--- config.mk ---
export PLATFORM = sky130hd
export DESIGN_NAME = unicode_escape_to_utf8
export DESIGN_NICKNAME = d
export VERILOG_FILES = /design/src/hdl/uce_pkg.sv /design/src/hdl/uce_step.sv /design/src/hdl/uce_utf8_enc.sv /design/src/hdl/unicode_escape_to_utf8.sv
export VERILOG_INCLUDE_DIRS = /design/src /design/src/hdl
export SDC_FILE = /design/constraint.sdc
export NUM_CORES = 1
export LEC_CHECK = 0
export ABC_CLOCK_PERIOD_IN_PS = 5000
export BUFFER_PORTS_ARGS = -buffer_cell sky130_fd_sc_hd__buf_4
export CAP_MARGIN = 20
export CORE_MARGIN = 8
export CORE_UTILIZATION = 25
export CTS_CLUSTER_SIZE = 30
export DETAILED_ROUTE_END_ITERATION = 16
export PLACE_DENSITY_LB_ADDON = 0.12
export SLEW_MARGIN = 30
export SYNTH_ARGS = -nofsm -noshare
export SYNTH_HDL_FRONTEND = slang
export SYNTH_SLANG_ARGS = --single-unit
--- constraint.sdc ---
create_clock -name i_clk -period 5 [get_ports i_clk]
set_input_delay 1 -clock i_clk [delete_from_list [all_inputs] [get_ports i_clk]]
set_output_delay 1 -clock i_clk [all_outputs]
set_load 0.05 [all_outputs]
--- src/hdl/unicode_escape_to_utf8_assert.svh ---
// Assertion macros used by the escape decoder top module.
`ifndef UNICODE_ESCAPE_TO_UTF8_ASSERT_SVH
`define UNICODE_ESCAPE_TO_UTF8_ASSERT_SVH

`ifndef SYNTHESIS
`define UCE_ASSERT_NOW(label, clk, rst_n, ante, cons) \
    label: assert property (@(posedge clk) disable iff (!rst_n) (ante) |-> (cons)) \
        else $error("escape decoder check failed");
`define UCE_ASSERT_NEXT(label, clk, rst_n, ante, cons) \
    label: assert property (@(posedge clk) disable iff (!rst_n) (ante) |=> (cons)) \
        else $error("escape decoder check failed");
`else
`define UCE_ASSERT_NOW(label, clk, rst_n, ante, cons)
`define UCE_ASSERT_NEXT(label, clk, rst_n, ante, cons)
`endif

`endif

--- src/hdl/uce_pkg.sv ---
// Types, constants and helper functions of the escape decoder.
`timescale 1ns / 1ps
`default_nettype none
package uce_pkg;

    typedef enum logic [2:0] {
        ST_OK         = 3'd0,
        ST_INCOMPLETE = 3'd1,
        ST_INVALID    = 3'd2,
        ST_BAD_DIGIT  = 3'd3,
        ST_RANGE      = 3'd4
    } t_status;

    localparam logic [20:0] MAX_CODE_POINT = 21'h10FFFF;
    localparam logic [7:0]  CH_BACKSLASH   = 8'h5C;
    localparam logic [7:0]  CH_LOWER_U     = 8'h75;
    localparam logic [7:0]  CH_UPPER_U     = 8'h55;
    localparam int          SHORT_DIGITS   = 4;
    localparam int          LONG_DIGITS    = 8;
    localparam logic [3:0]  POS_FIRST      = 4'd0;
    localparam logic [3:0]  POS_SECOND     = 4'd1;
    localparam logic [3:0]  LAST_POS_SHORT = 4'(SHORT_DIGITS + 1);
    localparam logic [3:0]  LAST_POS_LONG  = 4'(LONG_DIGITS + 1);

    typedef struct packed {
        logic        valid;
        t_status     status;
        logic [20:0] code_point;
        logic [3:0]  consumed;
    } t_step_res;

    // Returns {bad, value}; bad is set for any byte that is not a hex digit.
    function automatic logic [4:0] hex_digit(input logic [7:0] c);
        logic [4:0] r;
        r = {1'b1, 4'd0};
        if (c >= 8'h30 && c <= 8'h39) begin
            r = {1'b0, 4'(c - 8'h30)};
        end else if (c >= 8'h61 && c <= 8'h66) begin
            r = {1'b0, 4'(c - 8'h57)};
        end else if (c >= 8'h41 && c <= 8'h46) begin
            r = {1'b0, 4'(c - 8'h37)};
        end
        return r;
    endfunction

endpackage
`default_nettype wire

--- src/hdl/uce_step.sv ---
// Per-character escape parser: prefix check, hex accumulation and decision.
`timescale 1ns / 1ps
`default_nettype none
module uce_step (
    input  wire logic              i_clk,
    input  wire logic              i_rst_n,
    input  wire logic              i_fire,
    input  wire logic [7:0]        i_ch,
    input  wire logic              i_is_last,
    output uce_pkg::t_step_res     o_res
);

    logic [3:0]  r_pos, n_pos;
    logic        r_first_bs, n_first_bs;
    logic        r_long, n_long;
    logic        r_digit_bad, n_digit_bad;
    logic [31:0] r_acc, n_acc;
    logic        r_decided, n_decided;

    always_ff @(posedge i_clk) begin
        if (!i_rst_n) begin
            r_pos       <= '0;
            r_first_bs  <= 1'b0;
            r_long      <= 1'b0;
            r_digit_bad <= 1'b0;
            r_acc       <= '0;
            r_decided   <= 1'b0;
        end else begin
            r_pos       <= n_pos;
            r_first_bs  <= n_first_bs;
            r_long      <= n_long;
            r_digit_bad <= n_digit_bad;
            r_acc       <= n_acc;
            r_decided   <= n_decided;
        end
    end

    always_comb begin
        logic [4:0] hex;
        logic       bad_prefix;
        logic [3:0] last_pos;
        hex         = uce_pkg::hex_digit(i_ch);
        bad_prefix  = !r_first_bs || (i_ch != uce_pkg::CH_LOWER_U && i_ch != uce_pkg::CH_UPPER_U);
        last_pos    = r_long ? uce_pkg::LAST_POS_LONG : uce_pkg::LAST_POS_SHORT;
        n_pos       = r_pos;
        n_first_bs  = r_first_bs;
        n_long      = r_long;
        n_digit_bad = r_digit_bad;
        n_acc       = r_acc;
        n_decided   = r_decided;
        o_res       = '{valid: 1'b0, status: uce_pkg::ST_OK, code_point: '0, consumed: '0};
        if (i_fire && !r_decided) begin
            case (r_pos)
                uce_pkg::POS_FIRST: begin
                    n_first_bs = (i_ch == uce_pkg::CH_BACKSLASH);
                    if (i_is_last) begin
                        o_res.valid  = 1'b1;
                        o_res.status = uce_pkg::ST_INCOMPLETE;
                    end
                end
                uce_pkg::POS_SECOND: begin
                    n_long = (i_ch == uce_pkg::CH_UPPER_U);
                    if (bad_prefix) begin
                        o_res.valid  = 1'b1;
                        o_res.status = uce_pkg::ST_INVALID;
                    end else if (i_is_last) begin
                        o_res.valid  = 1'b1;
                        o_res.status = uce_pkg::ST_INCOMPLETE;
                    end
                end
                default: begin
                    n_acc       = {r_acc[27:0], hex[3:0]};
                    n_digit_bad = r_digit_bad | hex[4];
                    if (r_pos == last_pos) begin
                        o_res.valid = 1'b1;
                        if (n_digit_bad) begin
                            o_res.status = uce_pkg::ST_BAD_DIGIT;
                        end else if (n_acc > {11'd0, uce_pkg::MAX_CODE_POINT}) begin
                            o_res.status = uce_pkg::ST_RANGE;
                        end else begin
                            o_res.status     = uce_pkg::ST_OK;
                            o_res.code_point = n_acc[20:0];
                            o_res.consumed   = last_pos + 4'd1;
                        end
                    end else if (i_is_last) begin
                        o_res.valid  = 1'b1;
                        o_res.status = uce_pkg::ST_INCOMPLETE;
                    end
                end
            endcase
            n_pos     = r_pos + 4'd1;
            n_decided = o_res.valid;
        end
        if (i_fire && i_is_last) begin
            n_pos       = '0;
            n_first_bs  = 1'b0;
            n_long      = 1'b0;
            n_digit_bad = 1'b0;
            n_acc       = '0;
            n_decided   = 1'b0;
        end
    end

endmodule
`default_nettype wire

--- src/hdl/uce_utf8_enc.sv ---
// UTF-8 encoder for one decoded code point.
`timescale 1ns / 1ps
`default_nettype none
module uce_utf8_enc (
    input  wire logic        i_ok,
    input  wire logic [20:0] i_cp,
    output logic      [31:0] o_bytes,
    output logic      [2:0]  o_len
);

    always_comb begin
        o_bytes = '0;
        o_len   = '0;
        if (i_ok) begin
            if (i_cp < 21'h80) begin
                o_bytes = {25'd0, i_cp[6:0]};
                o_len   = 3'd1;
            end else if (i_cp < 21'h800) begin
                o_bytes = {16'd0, 2'b10, i_cp[5:0], 3'b110, i_cp[10:6]};
                o_len   = 3'd2;
            end else if (i_cp < 21'h10000) begin
                o_bytes = {8'd0, 2'b10, i_cp[5:0], 2'b10, i_cp[11:6], 4'b1110, i_cp[15:12]};
                o_len   = 3'd3;
            end else begin
                o_bytes = {2'b10, i_cp[5:0], 2'b10, i_cp[11:6], 2'b10, i_cp[17:12],
                           5'b11110, i_cp[20:18]};
                o_len   = 3'd4;
            end
        end
    end

endmodule
`default_nettype wire

--- src/hdl/unicode_escape_to_utf8.sv ---
// A deciding character beat passes the input register, then the result register, before its result beat appears.
// Throughput: one character beat per cycle; the input register and the result register
// stall while a held result is not taken, but an empty input register still takes a beat.
// Only the deciding character of a text yields a result; others yield none.
// Reset (synchronous, active low) empties both registers and clears the parser state.
`timescale 1ns / 1ps
`default_nettype none
`include "unicode_escape_to_utf8_assert.svh"
module unicode_escape_to_utf8 (
    input  wire logic        i_clk,
    input  wire logic        i_rst_n,
    input  wire logic        i_valid,
    output logic             o_ready,
    input  wire logic [7:0]  i_ch,
    input  wire logic        i_is_last,
    output logic             o_valid,
    input  wire logic        i_ready,
    output logic      [2:0]  o_status,
    output logic      [20:0] o_code_point,
    output logic      [31:0] o_utf8_bytes,
    output logic      [2:0]  o_utf8_length,
    output logic      [3:0]  o_consumed
);

    logic               r_in_valid;
    logic [7:0]         r_ch;
    logic               r_last;
    logic               r_out_valid;
    uce_pkg::t_status   r_status;
    logic [20:0]        r_cp;
    logic [31:0]        r_bytes;
    logic [2:0]         r_len;
    logic [3:0]         r_consumed;
    logic               adv;
    logic               fire;
    uce_pkg::t_step_res res;
    logic [31:0]        enc_bytes;
    logic [2:0]         enc_len;

    assign adv     = !r_out_valid || i_ready;
    assign fire    = r_in_valid && adv;
    assign o_ready = !r_in_valid || adv;

    always_ff @(posedge i_clk) begin
        if (!i_rst_n) begin
            r_in_valid <= 1'b0;
        end else if (o_ready) begin
            r_in_valid <= i_valid;
        end
    end

    always_ff @(posedge i_clk) begin
        if (o_ready && i_valid) begin
            r_ch   <= i_ch;
            r_last <= i_is_last;
        end
    end

    uce_step u_step (
        .i_clk     (i_clk),
        .i_rst_n   (i_rst_n),
        .i_fire    (fire),
        .i_ch      (r_ch),
        .i_is_last (r_last),
        .o_res     (res)
    );

    uce_utf8_enc u_enc (
        .i_ok    (res.status == uce_pkg::ST_OK),
        .i_cp    (res.code_point),
        .o_bytes (enc_bytes),
        .o_len   (enc_len)
    );

    always_ff @(posedge i_clk) begin
        if (!i_rst_n) begin
            r_out_valid <= 1'b0;
        end else if (adv) begin
            r_out_valid <= res.valid;
        end
    end

    always_ff @(posedge i_clk) begin
        if (adv && res.valid) begin
            r_status   <= res.status;
            r_cp       <= res.code_point;
            r_bytes    <= enc_bytes;
            r_len      <= enc_len;
            r_consumed <= res.consumed;
        end
    end

    assign o_valid       = r_out_valid;
    assign o_status      = r_status;
    assign o_code_point  = r_cp;
    assign o_utf8_bytes  = r_bytes;
    assign o_utf8_length = r_len;
    assign o_consumed    = r_consumed;

    `UCE_ASSERT_NOW(a_ok_consumed, i_clk, i_rst_n, r_out_valid && r_status == uce_pkg::ST_OK, r_consumed == 4'd6 || r_consumed == 4'd10)
    `UCE_ASSERT_NOW(a_err_zero, i_clk, i_rst_n, r_out_valid && r_status != uce_pkg::ST_OK, r_len == 3'd0 && r_cp == 21'd0 && r_bytes == 32'd0)
    `UCE_ASSERT_NOW(a_ok_range, i_clk, i_rst_n, r_out_valid && r_status == uce_pkg::ST_OK, r_cp <= uce_pkg::MAX_CODE_POINT && r_len != 3'd0)
    `UCE_ASSERT_NEXT(a_stall_hold, i_clk, i_rst_n, r_in_valid && !adv, r_in_valid && $stable(r_ch) && $stable(r_last))

endmodule
`default_nettype wire

**Yosys cells after proc, flatten, opt, wreduce, memory -nomap -nowiden**

Cells that the tools add are included.

- Register bits after elaboration: 110
- Latch bits: 0
- Memory bits (writable): 0
- Bits in read-only memories: 0
- Input bits: 13
- Output and inout port bits: 65
- Word-level logic and storage cells: 95
- Memories kept: 0

- $add $sub $neg: 5
- Multipliers: 0
- Div/mod/pow operators: 0
- Magnitude comparators: 10
- Equal/unequal tests: 6
- Shift-type cells: 0
- Muxes and demuxes: 21
- Bitwise logic cells: 6
- Reductions and logical operators: 27

Operators by type and width:

| operator | count |
|---|---|
| 25-bit two-way mux | 4 |
| 32-bit by 21-bit > comparator with 1-bit output, second input constant | 1 |
| 32-bit two-way mux | 1 |
| 29-bit two-way mux | 1 |
| 21-bit by 12-bit < comparator with 1-bit output, second input constant | 1 |
| 21-bit by 17-bit < comparator with 1-bit output, second input constant | 1 |
| 21-bit by 8-bit < comparator with 1-bit output, second input constant | 1 |
| 8-bit by 7-bit equality test with 1-bit output, second input constant | 2 |
| 8-bit by 7-bit greater-or-equal comparator with 1-bit output, second input constant | 2 |
| 8-bit by 7-bit less-or-equal comparator with 1-bit output, second input constant | 2 |
| 16-bit two-way mux | 1 |
| 4-bit two-way mux | 4 |
| 8-bit by 7-bit inequality test with 1-bit output, second input constant | 2 |
| 5-bit two-way mux | 3 |
| 1-bit logical AND | 9 |
| 3-bit two-way mux | 3 |
| 4-bit by 1-bit adder with 4-bit output, second input constant | 2 |
| 8-bit by 6-bit greater-or-equal comparator with 1-bit output, second input constant | 1 |
| 8-bit by 6-bit less-or-equal comparator with 1-bit output, second input constant | 1 |
| 4-bit case mux with 2 select lines | 1 |
| 4-bit by 3-bit subtractor with 4-bit output, second input constant | 2 |
| 7-bit two-way mux | 1 |
| 2-bit AND reduction | 3 |
| 2-bit OR reduction | 3 |
| 14 further kinds | 23 |

**Depth between registers and ports, before layout**

- Depth in word-level cells: 15
- Depth in mapped cells: 10
- Gate-level depth less buffers: 8

**Modules after synthesis**

A second synthesis with hierarchy kept.

- Cells, all modules: 421
- Area total of the unflattened synthesis: 4762.1 µm²

By module, submodules not included:

| module | instances | cells each | area each (µm²) | seq. area each (µm²) |
|---|---|---|---|---|
| unicode_escape_to_utf8 | 1 | 83 | 2267.2 | 2202.1 |
| uce_step | 1 | 244 | 1885.6 | 720.7 |
| uce_utf8_enc | 1 | 94 | 609.3 | 0.0 |

**Least setup slack after synthesis**

Ideal clock, no wire load.

- Path type: input to register
- Start: in i_ready
- End: reg r_cp[0] (netlist: o_code_point[0]) (enable)
- Library setup time: 0.494 ns
- Arrival time: 4.438 ns
- Data required time: 4.506 ns
- Setup slack: 0.068 ns
- Stages: 4
- Path buffers: 1
- Cell sequence: nor2b_1 -> clkbuf_1 -> or3_1 -> a21oi_1

- Cells in the longest elaborated chain, start to end: 5

Ends and longest elaborated chain:

| what | RTL line | source |
|---|---|---|
| start: declaration | unicode_escape_to_utf8.sv:17 | `input wire logic i_ready,` |
| 1-bit logical OR (*) | unicode_escape_to_utf8.sv:40 | `assign adv = !r_out_valid \|\| i_ready;` |
| 1-bit logical AND | unicode_escape_to_utf8.sv:41 | `assign fire = r_in_valid && adv;` |
| 1-bit logical AND | uce_step.sv:52 | `if (i_fire && !r_decided) begin` |
| 29-bit two-way mux | uce_step.sv:52 |  |
| 1-bit logical AND (*) | unicode_escape_to_utf8.sv:84 | `if (adv && res.valid) begin` |
| end signal: assignment | unicode_escape_to_utf8.sv:86 | `r_cp <= res.code_point;` |
| end: declaration | unicode_escape_to_utf8.sv:30 | `logic [20:0] r_cp;` |

Mark *: on every way between the ends. The rest lies on a longest branch, timed or not.
A chain may end at the register's enable or synchronous reset.

**Worst setup path after layout**

- Start: reg u_step.r_pos[0]
- End: reg r_bytes[29] (netlist: o_utf8_bytes[29]) (data pin)

- Cells in the longest elaborated chain, start to end: 7
- Elaborated cells on any way between the ends: 15
- Those cells by class: order compare (3); eq/ne (2); mux (5); bitwise (1); reduce/logical (4)

Ends and longest elaborated chain:

| what | RTL line | source |
|---|---|---|
| start: declaration | uce_step.sv:13 | `logic [3:0] r_pos, n_pos;` |
| start signal: assignment | uce_step.sv:29 | `r_pos <= n_pos;` |
| 4-bit equality test | uce_step.sv:74 | `if (r_pos == last_pos) begin` |
| 4-bit two-way mux | uce_step.sv:74 |  |
| 4-bit case mux with 2 select lines | uce_step.sv:53 | `case (r_pos)` |
| 29-bit two-way mux (*) | uce_step.sv:52 |  |
| parallel branches: the longest is 3 deep, another holds 21-bit by 17-bit < comparator with 1-bit output | - |  |
| end signal: assignment | unicode_escape_to_utf8.sv:87 | `r_bytes <= enc_bytes;` |
| end: declaration | unicode_escape_to_utf8.sv:31 | `logic [31:0] r_bytes;` |

Mark *: on every way between the ends.

==> metrics.cfg <==
[status]
outcome=finished clean

[timing]
worstMarginPinSlew_ps=831
max_slew_margin_pct=44.1
setup_viol=0
final_min_period_over_clock_period_pct=61.0
finalClockSkew_ps=10.2
rsz0062_at_grt=false
period_needed_ps=3050
final_hold_viol_count=0
slew_viol_final=0
max_freq_ghz=0.328
final.setup.tns_ps=0
timing.hold.ws_ps=459

[cts]
clk_latency_ps=350
h-tree-depth=3
root_buffer=clkbuf_16
numCtsBuffers=9
clock-sinks=104
cts_tree=yes
cts_setup_buffers=0
hold_buffers=0
clockBufferDepth=2
cts_resized=0
path_clk_slew_ps=70

[grt]
track_usage_pct=10.2
grt_antenna_before_repair=0
grt_max_degree=50
grt_pass1_wl_um=18000
grt-ovfl-total=0
grt_pass1_vias=3254

[drt]
wl_um=11200
drt_iter0_drc=271
wl_met1_um=5190
drtPass1Iterations=6
wl_met2_um=5130
wl_per_cell_um=15.8
avgViaCountPerCell=4.50
ant_nets=0
top_layer=met4
num_vias=3188
wl_met3_um=756
drcViolationCount=0

[synthesis]
yosys-top-cells-area=edfxtp_1 44%, dfxtp_1 17%, nand2_1 5.6%
synth_top_area_share_pct=44.2
synth-edff-count=66
synth_seq_cells=104
synth_cells=409
ys_seq_area_share_pct=61.2
ys_warn_count=0
yosysTopAreaCell=edfxtp_1
syn_area_um2=4480
avgSynthCellArea_um2=11.0
synthArstFlopShare_pct=0
synth_cell_type_count=57
synth_flop_cell=edfxtp_1

[floorplan]
die_h_um=150
die_area_um2=22500
start_util_pct=25.2
ios=78
die_w_um=150
rows=49
design.core.area_um2=17800

[finish]
synthToLayoutAreaGrowth_pct=24.2
antenna_cells=0
final_common_cell=buf_4
n_fill_cell=1877
drive_gt1_share_pct=22.5
final_cells=709
layout_common_cells=77 x buf_4, 66 x nand2_1, 66 x edfxtp_1, 41 x a21oi_1, 38 x dfxtp_1
final_nets=495

[worst_hold_path]
hold_path_depth=2
hold_path_class=flip-flop to flip-flop

[worst_setup_path]
path_cells=inv_1 -> ha_1 -> or2_1 -> a2111oi_4 -> buf_4 -> nand2_2 -> or4_1 -> buf_4 -> clkinv_4 -> and3_1
start_kind=flip-flop
slowest_delay_ps=510
crit_path_top_delay_cell=or4_1
ff2ff_path_depth=10
cpMostUsedCell=buf_4
critical_path_arrival_ps=3260
crit_fanout=30
critPathKind=flip-flop to flip-flop
end_kind=flip-flop
cp_data_required_time_ps=5210

[placed_design]
dp.cells=693
hpwl_um=7780
port_buffers=73
globalplace.congestion=0.728

[run]
cap_violations=0

[power]
cellLeakagePower_nw=1.99
power_density_nw_per_um2=337
ir_drop_mv=0.155

==> cells in the mapped netlist, drive strengths merged, types with 8 or more instances <==
cell and instances:
nor2 34, a22oi 9, buf 12, nand2 68, and2 22, edfxtp 66, nand3 8, clkbuf 13
dfxtp 38, a21oi 44
==> power breakdown <==
group	switching (W)	internal, W
sequential	0.0000125	0.000931
clock	0.000320	0.000454
combinational	0.000114	0.0000425
==> routing by layer <==
layer  vias to the layer above  GRT usage (%)
li1                       1585              -
met1                      1512           13.3
met4                         0           2.85
met2                        84           15.9
met5                         -              0
met3                         7           3.30
==> registers in the layout (all words and copies together) (netlist names), 2 cells and up <==
name           count
o_utf8_length      2
r_ch               8
u_step.r_acc      28
o_consumed         3
u_step.r_pos       4
o_status           3
o_utf8_bytes      28
o_code_point      21
==> layout make-up <==
type	count	area, um2	share of cell area, %
Clock buffer	10	239	4.29
Clock inverter	6	90.1	1.62
Inverter	8	35.0	0.629
Multi-Input combinational cell	275	1590	28.6
Sequential cell	104	2740	49.3
Tap cell	229	287	5.15
Timing Repair Buffer	77	578	10.4
==> cell families (layout without fill, tap and decap cells) <==
kind of cell	count (synthesis)	count (layout)	synth area share, %
flops	104	104	61.2
compound gates	84	84	12.1
other cells	1	4	0.0837
fa+ha+maj	7	7	1.96
mux	3	3	0.698
buf+inv	33	101	4.16
xor+xnor	4	4	0.782
simple gates	173	173	19.0
==> worst max-delay path: cells and delay by family (launching register included) <==
family | cells | cell delay, ps
fa+ha+maj | 1 | 220
simple gates | 4 | 1060
compound gates | 1 | 350
buf+inv | 4 | 860
flops | 1 | 430
==> stage by stage <==
step / total power [W] / util [%] / setup slack, ps / area (um2)
floorplan: 0.00107 / - / 67.9 / 4490
global placement: 0.00112 / 29.4 / 1760 / 5230
detailed placement: 0.00112 / 29.4 / 1720 / 5230
CTS: 0.00190 / 31.3 / 1900 / 5560
global route: 0.00194 / 31.3 / 1680 / 5570
finish: 0.00187 / 31.3 / 1950 / 5570
==> final timing paths <==
kind                    start               end  slack, ps
min reg2reg  u_step.r_acc[27]  u_step.r_acc[27]        460
min          u_step.r_acc[27]  u_step.r_acc[27]        460
max reg2reg   u_step.r_pos[0]  o_utf8_bytes[29]       1950
max           u_step.r_pos[0]  o_utf8_bytes[29]       1950
Note: power is estimated with default switching activity, not from simulation.
